**src/rtl/core/angle_to_sexagesimal_ascii_core_macros.svh**
```systemverilog
// Assertion macros shared by the angle formatter core.
`ifndef ANGLE_TO_SEXAGESIMAL_ASCII_CORE_MACROS_SVH
`define ANGLE_TO_SEXAGESIMAL_ASCII_CORE_MACROS_SVH
`ifndef NO_ASSERTIONS
// Property must hold on every clock edge out of reset.
`define AS_CHECK(lbl, prop, msg) \
	lbl: assert property (@(posedge clk) disable iff (!arst_n) (prop)) else $error(msg);
// Condition must never be seen on a clock edge out of reset.
`define AS_NEVER(lbl, prop, msg) \
	lbl: assert property (@(posedge clk) disable iff (!arst_n) not (prop)) else $error(msg);
`else
`define AS_CHECK(lbl, prop, msg)
`define AS_NEVER(lbl, prop, msg)
`endif
`endif

```
**src/rtl/core/angsex_pkg.sv**
```systemverilog
// Types, constants and helpers for the sexagesimal angle formatter.
`timescale 1ns / 1ps
package angsex_pkg;

	// Input angle format.
	localparam int ANGLE_W   = 48;
	localparam int FRAC_BITS = 40;
	// The magnitude is split in two halves for the scaling multiply.
	localparam int SPLIT     = 24;
	localparam int HI_W      = ANGLE_W - SPLIT;
	localparam int K_W       = 38;
	localparam int PP_W      = HI_W + K_W;
	localparam int SUM_W     = PP_W + 1;
	// Scaled value: whole units and 32 fraction bits.
	localparam int UFRAC_W   = 32;
	localparam int WHOLE_W   = 13;
	localparam int D_W       = WHOLE_W + UFRAC_W;

	// Degrees and hours per radian, 32 fraction bits, rounded to nearest.
	localparam logic [63:0] SCALE_DEG64 = (64'd57 << 32) +
		(((64'd29577951 << 32) + 64'd50000000) / 64'd100000000);
	localparam logic [63:0] SCALE_HRS64 = (64'd3 << 32) +
		(((64'd1229577951 << 32) + 64'd750000000) / 64'd1500000000);
	localparam logic [K_W-1:0] SCALE_DEG = SCALE_DEG64[K_W-1:0];
	localparam logic [K_W-1:0] SCALE_HRS = SCALE_HRS64[K_W-1:0];
	// Rounding offset of 0.000014 unit.
	localparam logic [63:0] ROUND_OFS64 = ((64'd14 << 32) + 64'd500000) / 64'd1000000;
	localparam logic [D_W-1:0] ROUND_OFS = ROUND_OFS64[D_W-1:0];

	// Mode codes.
	localparam logic CMD_HOURS = 1'b0;
	localparam logic CMD_DEG   = 1'b1;

	// Field limits and text lengths.
	localparam logic [WHOLE_W-1:0] HRS_MAX = 13'd99;
	localparam logic [WHOLE_W-1:0] DEG_MAX = 13'd999;
	localparam logic [3:0] LEN_HOURS = 4'd10;
	localparam logic [3:0] LEN_DEG   = 4'd12;

	// Reciprocal multipliers for small divisions.
	localparam logic [7:0] RECIP10  = 8'd205;
	localparam logic [5:0] RECIP100 = 6'd41;

	// ASCII characters.
	localparam logic [7:0] CH_STAR  = 8'h2A;
	localparam logic [7:0] CH_PLUS  = 8'h2B;
	localparam logic [7:0] CH_MINUS = 8'h2D;
	localparam logic [7:0] CH_DOT   = 8'h2E;
	localparam logic [7:0] CH_COLON = 8'h3A;
	localparam logic [7:0] CH_NUL   = 8'h00;

	// Scaled angle handed from the scaler to the splitter.
	typedef struct packed {
		logic               cmd;
		logic               neg;
		logic [WHOLE_W-1:0] whole;
		logic [UFRAC_W-1:0] frac;
	} scl_t;

	// Split fields handed from the splitter to the formatter.
	typedef struct packed {
		logic               cmd;
		logic               neg;
		logic               ovf;
		logic [3:0]         hund;
		logic [6:0]         rem;
		logic [3:0]         min_t;
		logic [3:0]         min_o;
		logic [5:0]         secs;
		logic [UFRAC_W-1:0] frac_s;
	} spl_t;

	// ASCII code of one decimal digit.
	function automatic logic [7:0] ascii_digit(input logic [3:0] d);
		ascii_digit = {4'h3, d};
	endfunction

endpackage

```
**src/rtl/core/angsex_scale.sv**
```systemverilog
// Magnitude, scaling multiply and rounding offset: three pipeline stages.
`timescale 1ns / 1ps
module angsex_scale
	import angsex_pkg::*;
(
	input  logic               clk,
	input  logic               arst_n,
	input  logic               en,
	input  logic               in_valid,
	input  logic               cmd,
	input  logic signed [ANGLE_W-1:0] angle,
	output logic               valid_s3,
	output scl_t               scl_s3
);

	logic               valid_s1, valid_s2;
	logic               cmd_s1, cmd_s2, neg_s1, neg_s2;
	logic [ANGLE_W-1:0] mag_s1;
	logic [PP_W-1:0]    pp_hi_s2, pp_lo_s2;
	logic [ANGLE_W-1:0] ang_u;
	logic [K_W-1:0]     k;
	logic [SUM_W-1:0]   pp_sum;
	logic [SUM_W-1:0]   pp_shift;
	logic [D_W-1:0]     d;

	// Valid bits advance with the shared enable.
	always_ff @(posedge clk or negedge arst_n) begin
		if (!arst_n) begin
			valid_s1 <= 1'b0;
			valid_s2 <= 1'b0;
			valid_s3 <= 1'b0;
		end else if (en) begin
			valid_s1 <= in_valid;
			valid_s2 <= valid_s1;
			valid_s3 <= valid_s2;
		end
	end

	// Stage 1: sign and magnitude of the angle.
	assign ang_u = angle;

	always_ff @(posedge clk) begin
		if (en) begin
			cmd_s1 <= cmd;
			neg_s1 <= ang_u[ANGLE_W-1];
			mag_s1 <= ang_u[ANGLE_W-1] ? (~ang_u + 1'b1) : ang_u;
		end
	end

	// Stage 2: two partial products of magnitude times scale.
	assign k = (cmd_s1 == CMD_DEG) ? SCALE_DEG : SCALE_HRS;

	always_ff @(posedge clk) begin
		if (en) begin
			cmd_s2   <= cmd_s1;
			neg_s2   <= neg_s1;
			pp_hi_s2 <= {{K_W{1'b0}}, mag_s1[ANGLE_W-1:SPLIT]} * {{HI_W{1'b0}}, k};
			pp_lo_s2 <= {{(PP_W-SPLIT){1'b0}}, mag_s1[SPLIT-1:0]} *
				{{(PP_W-K_W){1'b0}}, k};
		end
	end

	// Stage 3: combine partial products, drop fraction bits, add rounding offset.
	assign pp_sum   = {1'b0, pp_hi_s2} + {1'b0, (pp_lo_s2 >> SPLIT)};
	assign pp_shift = pp_sum >> (FRAC_BITS - SPLIT);
	assign d        = pp_shift[D_W-1:0] + ROUND_OFS;

	always_ff @(posedge clk) begin
		if (en) begin
			scl_s3.cmd   <= cmd_s2;
			scl_s3.neg   <= neg_s2;
			scl_s3.whole <= d[D_W-1:UFRAC_W];
			scl_s3.frac  <= d[UFRAC_W-1:0];
		end
	end

endmodule

```
**src/rtl/core/angsex_split.sv**
```systemverilog
// Minutes, seconds and unit digits: two pipeline stages.
`timescale 1ns / 1ps
`include "angle_to_sexagesimal_ascii_core_macros.svh"
module angsex_split
	import angsex_pkg::*;
(
	input  logic clk,
	input  logic arst_n,
	input  logic en,
	input  logic valid_s3,
	input  scl_t scl_s3,
	output logic valid_s5,
	output spl_t spl_s5
);

	logic               valid_s4;
	logic               cmd_s4, neg_s4, ovf_s4;
	logic [5:0]         mins_s4;
	logic [UFRAC_W-1:0] fracm_s4;
	logic [9:0]         w10_s4;
	logic [3:0]         hund_s4;
	logic [UFRAC_W+5:0] m_prod, s_prod;
	logic [15:0]        h_prod;
	logic               ovf;
	logic [9:0]         h_x100;
	logic [9:0]         rem10;
	logic [13:0]        mt_prod;
	logic [2:0]         min_t;
	logic [5:0]         min_t10;

	always_ff @(posedge clk or negedge arst_n) begin
		if (!arst_n) begin
			valid_s4 <= 1'b0;
			valid_s5 <= 1'b0;
		end else if (en) begin
			valid_s4 <= valid_s3;
			valid_s5 <= valid_s4;
		end
	end

	// Stage 4: minutes from the unit fraction, field overflow, hundreds digit.
	assign m_prod = {6'd0, scl_s3.frac} * 38'd60;
	assign h_prod = {6'd0, scl_s3.whole[9:0]} * {10'd0, RECIP100};

	always_comb begin
		if (scl_s3.cmd == CMD_DEG) begin
			ovf = scl_s3.whole > DEG_MAX;
		end else begin
			ovf = (scl_s3.neg && (scl_s3.whole != '0)) || (scl_s3.whole > HRS_MAX);
		end
	end

	always_ff @(posedge clk) begin
		if (en) begin
			cmd_s4   <= scl_s3.cmd;
			neg_s4   <= scl_s3.neg;
			ovf_s4   <= ovf;
			mins_s4  <= m_prod[UFRAC_W+5:UFRAC_W];
			fracm_s4 <= m_prod[UFRAC_W-1:0];
			w10_s4   <= scl_s3.whole[9:0];
			hund_s4  <= h_prod[15:12];
		end
	end

	// Stage 5: seconds, remainder below hundreds, minute digits.
	assign s_prod  = {6'd0, fracm_s4} * 38'd60;
	assign h_x100  = {6'd0, hund_s4} * 10'd100;
	assign rem10   = w10_s4 - h_x100;
	assign mt_prod = {8'd0, mins_s4} * {6'd0, RECIP10};
	assign min_t   = mt_prod[13:11];
	assign min_t10 = {3'd0, min_t} * 6'd10;

	always_ff @(posedge clk) begin
		if (en) begin
			spl_s5.cmd    <= cmd_s4;
			spl_s5.neg    <= neg_s4;
			spl_s5.ovf    <= ovf_s4;
			spl_s5.hund   <= hund_s4;
			spl_s5.rem    <= rem10[6:0];
			spl_s5.min_t  <= {1'b0, min_t};
			spl_s5.min_o  <= 4'(mins_s4 - min_t10);
			spl_s5.secs   <= s_prod[UFRAC_W+5:UFRAC_W];
			spl_s5.frac_s <= s_prod[UFRAC_W-1:0];
		end
	end

	`AS_CHECK(a_mins_range, valid_s4 |-> (mins_s4 < 6'd60), "minutes out of range")
	`AS_CHECK(a_secs_range, valid_s5 |-> (spl_s5.secs < 6'd60), "seconds out of range")
	`AS_CHECK(a_rem_range, (valid_s5 && !spl_s5.ovf) |-> (spl_s5.rem < 7'd100),
		"remainder below hundreds out of range")

endmodule

```
**src/rtl/core/angsex_format.sv**
```systemverilog
// Tenths, remaining digits and ASCII assembly into the output register.
`timescale 1ns / 1ps
module angsex_format
	import angsex_pkg::*;
(
	input  logic        clk,
	input  logic        arst_n,
	input  logic        en,
	input  logic        valid_s5,
	input  spl_t        spl_s5,
	output logic        valid_s6,
	output logic [63:0] head_s6,
	output logic [31:0] tail_s6,
	output logic [3:0]  len_s6,
	output logic        ovf_s6
);

	logic [UFRAC_W+3:0] t_prod;
	logic [3:0]         tenth;
	logic [13:0]        st_prod;
	logic [2:0]         sec_t;
	logic [5:0]         sec_t10;
	logic [3:0]         sec_o;
	logic [14:0]        wt_prod;
	logic [3:0]         w_t;
	logic [6:0]         w_t10;
	logic [3:0]         w_o;
	logic [7:0]         c_sec_t, c_sec_o, c_tenth, c_min_t, c_min_o, c_w_t, c_w_o;
	logic [63:0]        head;
	logic [31:0]        tail;
	logic [3:0]         len;

	always_ff @(posedge clk or negedge arst_n) begin
		if (!arst_n) begin
			valid_s6 <= 1'b0;
		end else if (en) begin
			valid_s6 <= valid_s5;
		end
	end

	// Tenths of a second, truncated.
	assign t_prod = {4'd0, spl_s5.frac_s} * 36'd10;
	assign tenth  = t_prod[UFRAC_W+3:UFRAC_W];

	// Seconds digits.
	assign st_prod = {8'd0, spl_s5.secs} * {6'd0, RECIP10};
	assign sec_t   = st_prod[13:11];
	assign sec_t10 = {3'd0, sec_t} * 6'd10;
	assign sec_o   = 4'(spl_s5.secs - sec_t10);

	// Tens and ones of the unit field.
	assign wt_prod = {8'd0, spl_s5.rem} * {7'd0, RECIP10};
	assign w_t     = wt_prod[14:11];
	assign w_t10   = {3'd0, w_t} * 7'd10;
	assign w_o     = 4'(spl_s5.rem - w_t10);

	assign c_sec_t = ascii_digit({1'b0, sec_t});
	assign c_sec_o = ascii_digit(sec_o);
	assign c_tenth = ascii_digit(tenth);
	assign c_min_t = ascii_digit(spl_s5.min_t);
	assign c_min_o = ascii_digit(spl_s5.min_o);
	assign c_w_t   = ascii_digit(w_t);
	assign c_w_o   = ascii_digit(w_o);

	// Character layout for the two modes.
	always_comb begin
		case (spl_s5.cmd)
			CMD_HOURS: begin
				len = LEN_HOURS;
				if (spl_s5.ovf) begin
					head[63:48] = {CH_STAR, CH_STAR};
				end else begin
					head[63:48] = {c_w_t, c_w_o};
				end
				head[47:0] = {CH_COLON, c_min_t, c_min_o, CH_COLON, c_sec_t, c_sec_o};
				tail = {CH_DOT, c_tenth, CH_NUL, CH_NUL};
			end
			CMD_DEG: begin
				len = LEN_DEG;
				if (spl_s5.ovf) begin
					head[63:32] = {CH_STAR, CH_STAR, CH_STAR, CH_STAR};
				end else begin
					head[63:32] = {(spl_s5.neg ? CH_MINUS : CH_PLUS),
						ascii_digit(spl_s5.hund), c_w_t, c_w_o};
				end
				head[31:0] = {CH_COLON, c_min_t, c_min_o, CH_COLON};
				tail = {c_sec_t, c_sec_o, CH_DOT, c_tenth};
			end
			default: begin
				len  = LEN_HOURS;
				head = '0;
				tail = '0;
			end
		endcase
	end

	always_ff @(posedge clk) begin
		if (en) begin
			head_s6 <= head;
			tail_s6 <= tail;
			len_s6  <= len;
			ovf_s6  <= spl_s5.ovf;
		end
	end

endmodule

```
**src/rtl/core/angle_to_sexagesimal_ascii_core.sv**
```systemverilog
// A word accepted with ang_valid passes the stage registers s1 to s6 in order before it appears on txt_valid.
// Throughput: one word per cycle while the output is not stalled; the six-stage pipeline advances on one shared enable.
// A stall on a valid output word holds every stage and raises ang_stall in the same cycle.
// Reset (arst_n low) clears all stage valid bits at once; payload registers are not reset.
`timescale 1ns / 1ps
`include "angle_to_sexagesimal_ascii_core_macros.svh"
module angle_to_sexagesimal_ascii_core
	import angsex_pkg::*;
(
	input  logic                      clk,
	input  logic                      arst_n,
	input  logic                      ang_valid,
	output logic                      ang_stall,
	input  logic                      cmd,
	input  logic signed [ANGLE_W-1:0] angle,
	output logic                      txt_valid,
	input  logic                      txt_stall,
	output logic [63:0]               text_head,
	output logic [31:0]               text_tail,
	output logic [3:0]                text_length,
	output logic                      field_overflow
);

	logic en;
	logic valid_s3, valid_s5;
	scl_t scl_s3;
	spl_t spl_s5;

	// The pipeline moves whenever the output register is empty or being taken.
	assign en        = !txt_valid || !txt_stall;
	assign ang_stall = !en;

	angsex_scale u_scale (
		.clk      (clk),
		.arst_n   (arst_n),
		.en       (en),
		.in_valid (ang_valid),
		.cmd      (cmd),
		.angle    (angle),
		.valid_s3 (valid_s3),
		.scl_s3   (scl_s3)
	);

	angsex_split u_split (
		.clk      (clk),
		.arst_n   (arst_n),
		.en       (en),
		.valid_s3 (valid_s3),
		.scl_s3   (scl_s3),
		.valid_s5 (valid_s5),
		.spl_s5   (spl_s5)
	);

	angsex_format u_format (
		.clk      (clk),
		.arst_n   (arst_n),
		.en       (en),
		.valid_s5 (valid_s5),
		.spl_s5   (spl_s5),
		.valid_s6 (txt_valid),
		.head_s6  (text_head),
		.tail_s6  (text_tail),
		.len_s6   (text_length),
		.ovf_s6   (field_overflow)
	);

	`AS_CHECK(a_ovf_star, (txt_valid && field_overflow) |-> (text_head[63:56] == CH_STAR),
		"overflow word without asterisks")
	`AS_CHECK(a_deg_sign, (txt_valid && !field_overflow && (text_length == LEN_DEG)) |->
		((text_head[63:56] == CH_PLUS) || (text_head[63:56] == CH_MINUS)),
		"degree word without sign")
	`AS_CHECK(a_hrs_pad, (txt_valid && (text_length == LEN_HOURS)) |->
		(text_tail[15:0] == 16'h0000), "hour word has nonzero padding")

endmodule

```
**config.mk**
```make
export PLATFORM = sky130hd
export DESIGN_NAME = angle_to_sexagesimal_ascii_core
export DESIGN_NICKNAME = d
export VERILOG_FILES = /design/src/rtl/core/angsex_pkg.sv /design/src/rtl/core/angsex_scale.sv /design/src/rtl/core/angsex_split.sv /design/src/rtl/core/angsex_format.sv /design/src/rtl/core/angle_to_sexagesimal_ascii_core.sv
export VERILOG_INCLUDE_DIRS = /design/src /design/src/rtl/core
export SDC_FILE = /design/constraint.sdc
export NUM_CORES = 2
export LEC_CHECK = 0
export BUFFER_PORTS_ARGS = -buffer_cell sky130_fd_sc_hd__buf_2
export CORE_MARGIN = 4
export CORE_UTILIZATION = 45
export DETAILED_ROUTE_END_ITERATION = 6
export GPL_TIMING_DRIVEN = 0
export PLACE_DENSITY = 0.6
export SLEW_MARGIN = 25
export SYNTH_ARGS = -nofsm -noshare
export SYNTH_HDL_FRONTEND = slang
export SYNTH_SLANG_ARGS = --single-unit
```
**constraint.sdc**
```tcl
create_clock -name clk -period 24.3 [get_ports clk]
set_input_delay 2.43 -clock clk [delete_from_list [all_inputs] [get_ports clk]]
set_output_delay 2.43 -clock clk [all_outputs]
set_load 0.02 [all_outputs]
```
==> metrics.txt <==
RSZ-0062 raised after global routing false; Final period util 50.2%; initial core utilization 45.5%; syn_area_per_cell 10.4 um2; CTS-repair resized insts 0; relative slew slack 24.7%; CP Capture Type register; Clock Sinks 357; Worst EP required 24.65 ns; top-area cell type share of the netlist area 34.9%; status finished, final reports clean; first-pass GRT wire length 248000 um; count of flip-flops with a built-in enable after synthesis 351; worst slew pin tran 1.13 ns; postcts setup bufs 0; CP Launch Type register; hold_buf cts 0; DR vias/cell 5.04; IO Count 156; core area 140000 um2; fraction of registers with async set/reset 1.68%; fin. max-slew vios 0; DRT Pass-1 Iters 6; initial detailed-routing violation count 2385; post-synth cell types 77; setup TNS 0 ns; vias in the first global route 44300; Setup violations, final 0; Die ar. 148000 um2; Post-DRT Antenna Nets 0; gr usage total 22.0%; register area 10700 um2; Main synth FF type edfxtp_1; clock root buffer clkbuf_16; CTS HTree Levels 2; post-route insts no fill 8302; most frequent cells in the layout inv_1, fa_1, ha_1; max frequency 82.0 MHz; vias 41900; sequential cell area fraction in the yosys report 16.8%; Final GP Congestion 0.974; critical path peak fanout 10; die span in x 384 um; CP peak stage delay 0.96 ns; area of the multi-input gates 46300 um2; max capacitance violation total 0; area leader, netlist fa_1; number of port buffers 112; Bufs on Longest Clock Path 3; pin count of the biggest net entering global routing 59; cell occurring most often along the worst timing path fa_1; top cells by area, synth fa_1, ha_1, edfxtp_1, inv_1, xnor2_1; Ys Warns 0; most common cell after layout, fill and taps aside inv_1; CTS tree yes; Worst-path clk slew 0.06 ns; Total Wirelength 159000 um; # DRC 0; crit path kind reg2reg; Layout fillers 13200; share of post-route cells with drive strength above 1 4.75%; minimum clock period 12.20 ns; Max stage delay cell, worst path edfxtp_1; DR WL/cell 19.1 um; grt total ovfl 0; skew final 0.0605 ns; final core utilization 49.0%; area grow syn2layout 7.86%; final hold vios 0; Synth Cell Area 63800 um2; Layout Nets 8544; die height 384 um; initial antenna violation count 6; row cnt 137; number of placed cells counting well taps 8219; Skew-Pair Late Insertion Delay 0.66 ns; Hold Crit Class reg2reg; Mapped Cells 6118; Seq cells post-synth 357; CTS buffer count 44; post-DP HPWL 138000 um; Data arrival, critical path 12.55 ns
[cell families after synthesis]
logic type / after synthesis / share of synthesized area (%)
mux: 13 / 0.216
flops: 357 / 16.8
other cells: 2 / 0.0118
buf+inv: 1859 / 11.3
compound gates: 681 / 7.12
fa+ha+maj: 2103 / 54.4
xor+xnor: 298 / 4.09
simple gates: 805 / 6.17
[cell type report]
| class | count | area share (%) |
|---|---|---|
| clock inverter | 28 | 0.478 |
| multi-input combinational | 4006 | 67.3 |
| timing repair buffer | 121 | 1.12 |
| antenna | 2 | 0.00728 |
| clock buffer | 53 | 1.65 |
| buffer | 145 | 1.09 |
| sequential | 357 | 15.5 |
| inverter | 1714 | 9.36 |
| tap | 1876 | 3.41 |
[metrics by stage]
stage / cell area [um2] / worst slack [ns] / hold slack, ns
final: 68800 / 12.10 / 0.419
after global routing: 68800 / 11.72 / 0.431
after CTS: 68800 / 12.22 / 0.419
after detailed placement: 67300 / 12.35 / 0.405
after global placement: 67100 / 8.39 / 0.401
after floorplan: 64200 / 10.54 / 0.400
[layer usage]
metal | vias up | track usage [%] | share of wire, %
met5 | - | 0 | 0.013
met4 | 4 | 6.30 | 3.0
li1 | 19700 | - | -
met1 | 20700 | 29.3 | 43
met3 | 244 | 6.72 | 9.5
met2 | 1279 | 34.7 | 45
[worst max-delay path, delay by kind of cell (launching register included)]
family / cells / cell delay (ns)
adders and majority gates: 8 / 3.76
buffers and inverters: 8 / 3.11
AOI/OAI and AO/OA: 8 / 2.90
and+or+nand+nor: 4 / 1.04
DFF: 1 / 0.96
xor gates and xnor gates: 1 / 0.11
[flip-flops by register name, summed over array words and instances, names as in the netlist, 4 cells and up]
name              cells
u_format.head_s6     35
u_format.tail_s6     12
u_scale.mag_s1       48
u_scale.pp_hi_s2     61
u_scale.pp_lo_s2     38
u_scale.scl_s3       47
u_split.fracm_s4     30
u_split.hund_s4       4
u_split.mins_s4       6
u_split.spl_s5       55
u_split.w10_s4        7
[worst paths after layout]
kind | cells past startpoint | start | to | slack [ns]
setup / recovery | 29 | u_scale.cmd_s1 | u_scale.pp_hi_s2[58] | 12.10
hold / removal | 0 | u_split.cmd_s4 | u_split.spl_s5[59] | 0.42
setup reg to reg | 29 | u_scale.cmd_s1 | u_scale.pp_hi_s2[58] | 12.10
hold reg to reg | 0 | u_split.cmd_s4 | u_split.spl_s5[59] | 0.42
max in group asynchronous | 1 | arst_n | u_scale.valid_s1 | 22.52
min in group asynchronous | 1 | arst_n | u_scale.valid_s3 | 1.64
[synthesized netlist by cell type (all sizes together) (24+ instances only)]
| master | instances |
|---|---|
| xor2 | 73 |
| o21bai | 41 |
| clkbuf | 91 |
| edfxtp | 351 |
| o21ai | 102 |
| ha | 989 |
| xnor2 | 225 |
| and2 | 24 |
| inv | 1713 |
| nand2b | 56 |
| and3 | 36 |
| nor3 | 47 |
| a21oi | 189 |
| a211oi | 28 |
| nor2b | 36 |
| buf | 54 |
| fa | 1113 |
| nand2 | 226 |
| nand3 | 54 |
| nand4 | 35 |
| a31oi | 24 |
| o21a | 34 |
| a21o | 118 |
| nor2 | 206 |
Power is left out: the tool's default activity adds up to more than one toggle a clock period on the data nets, which glitch-free logic cannot reach.
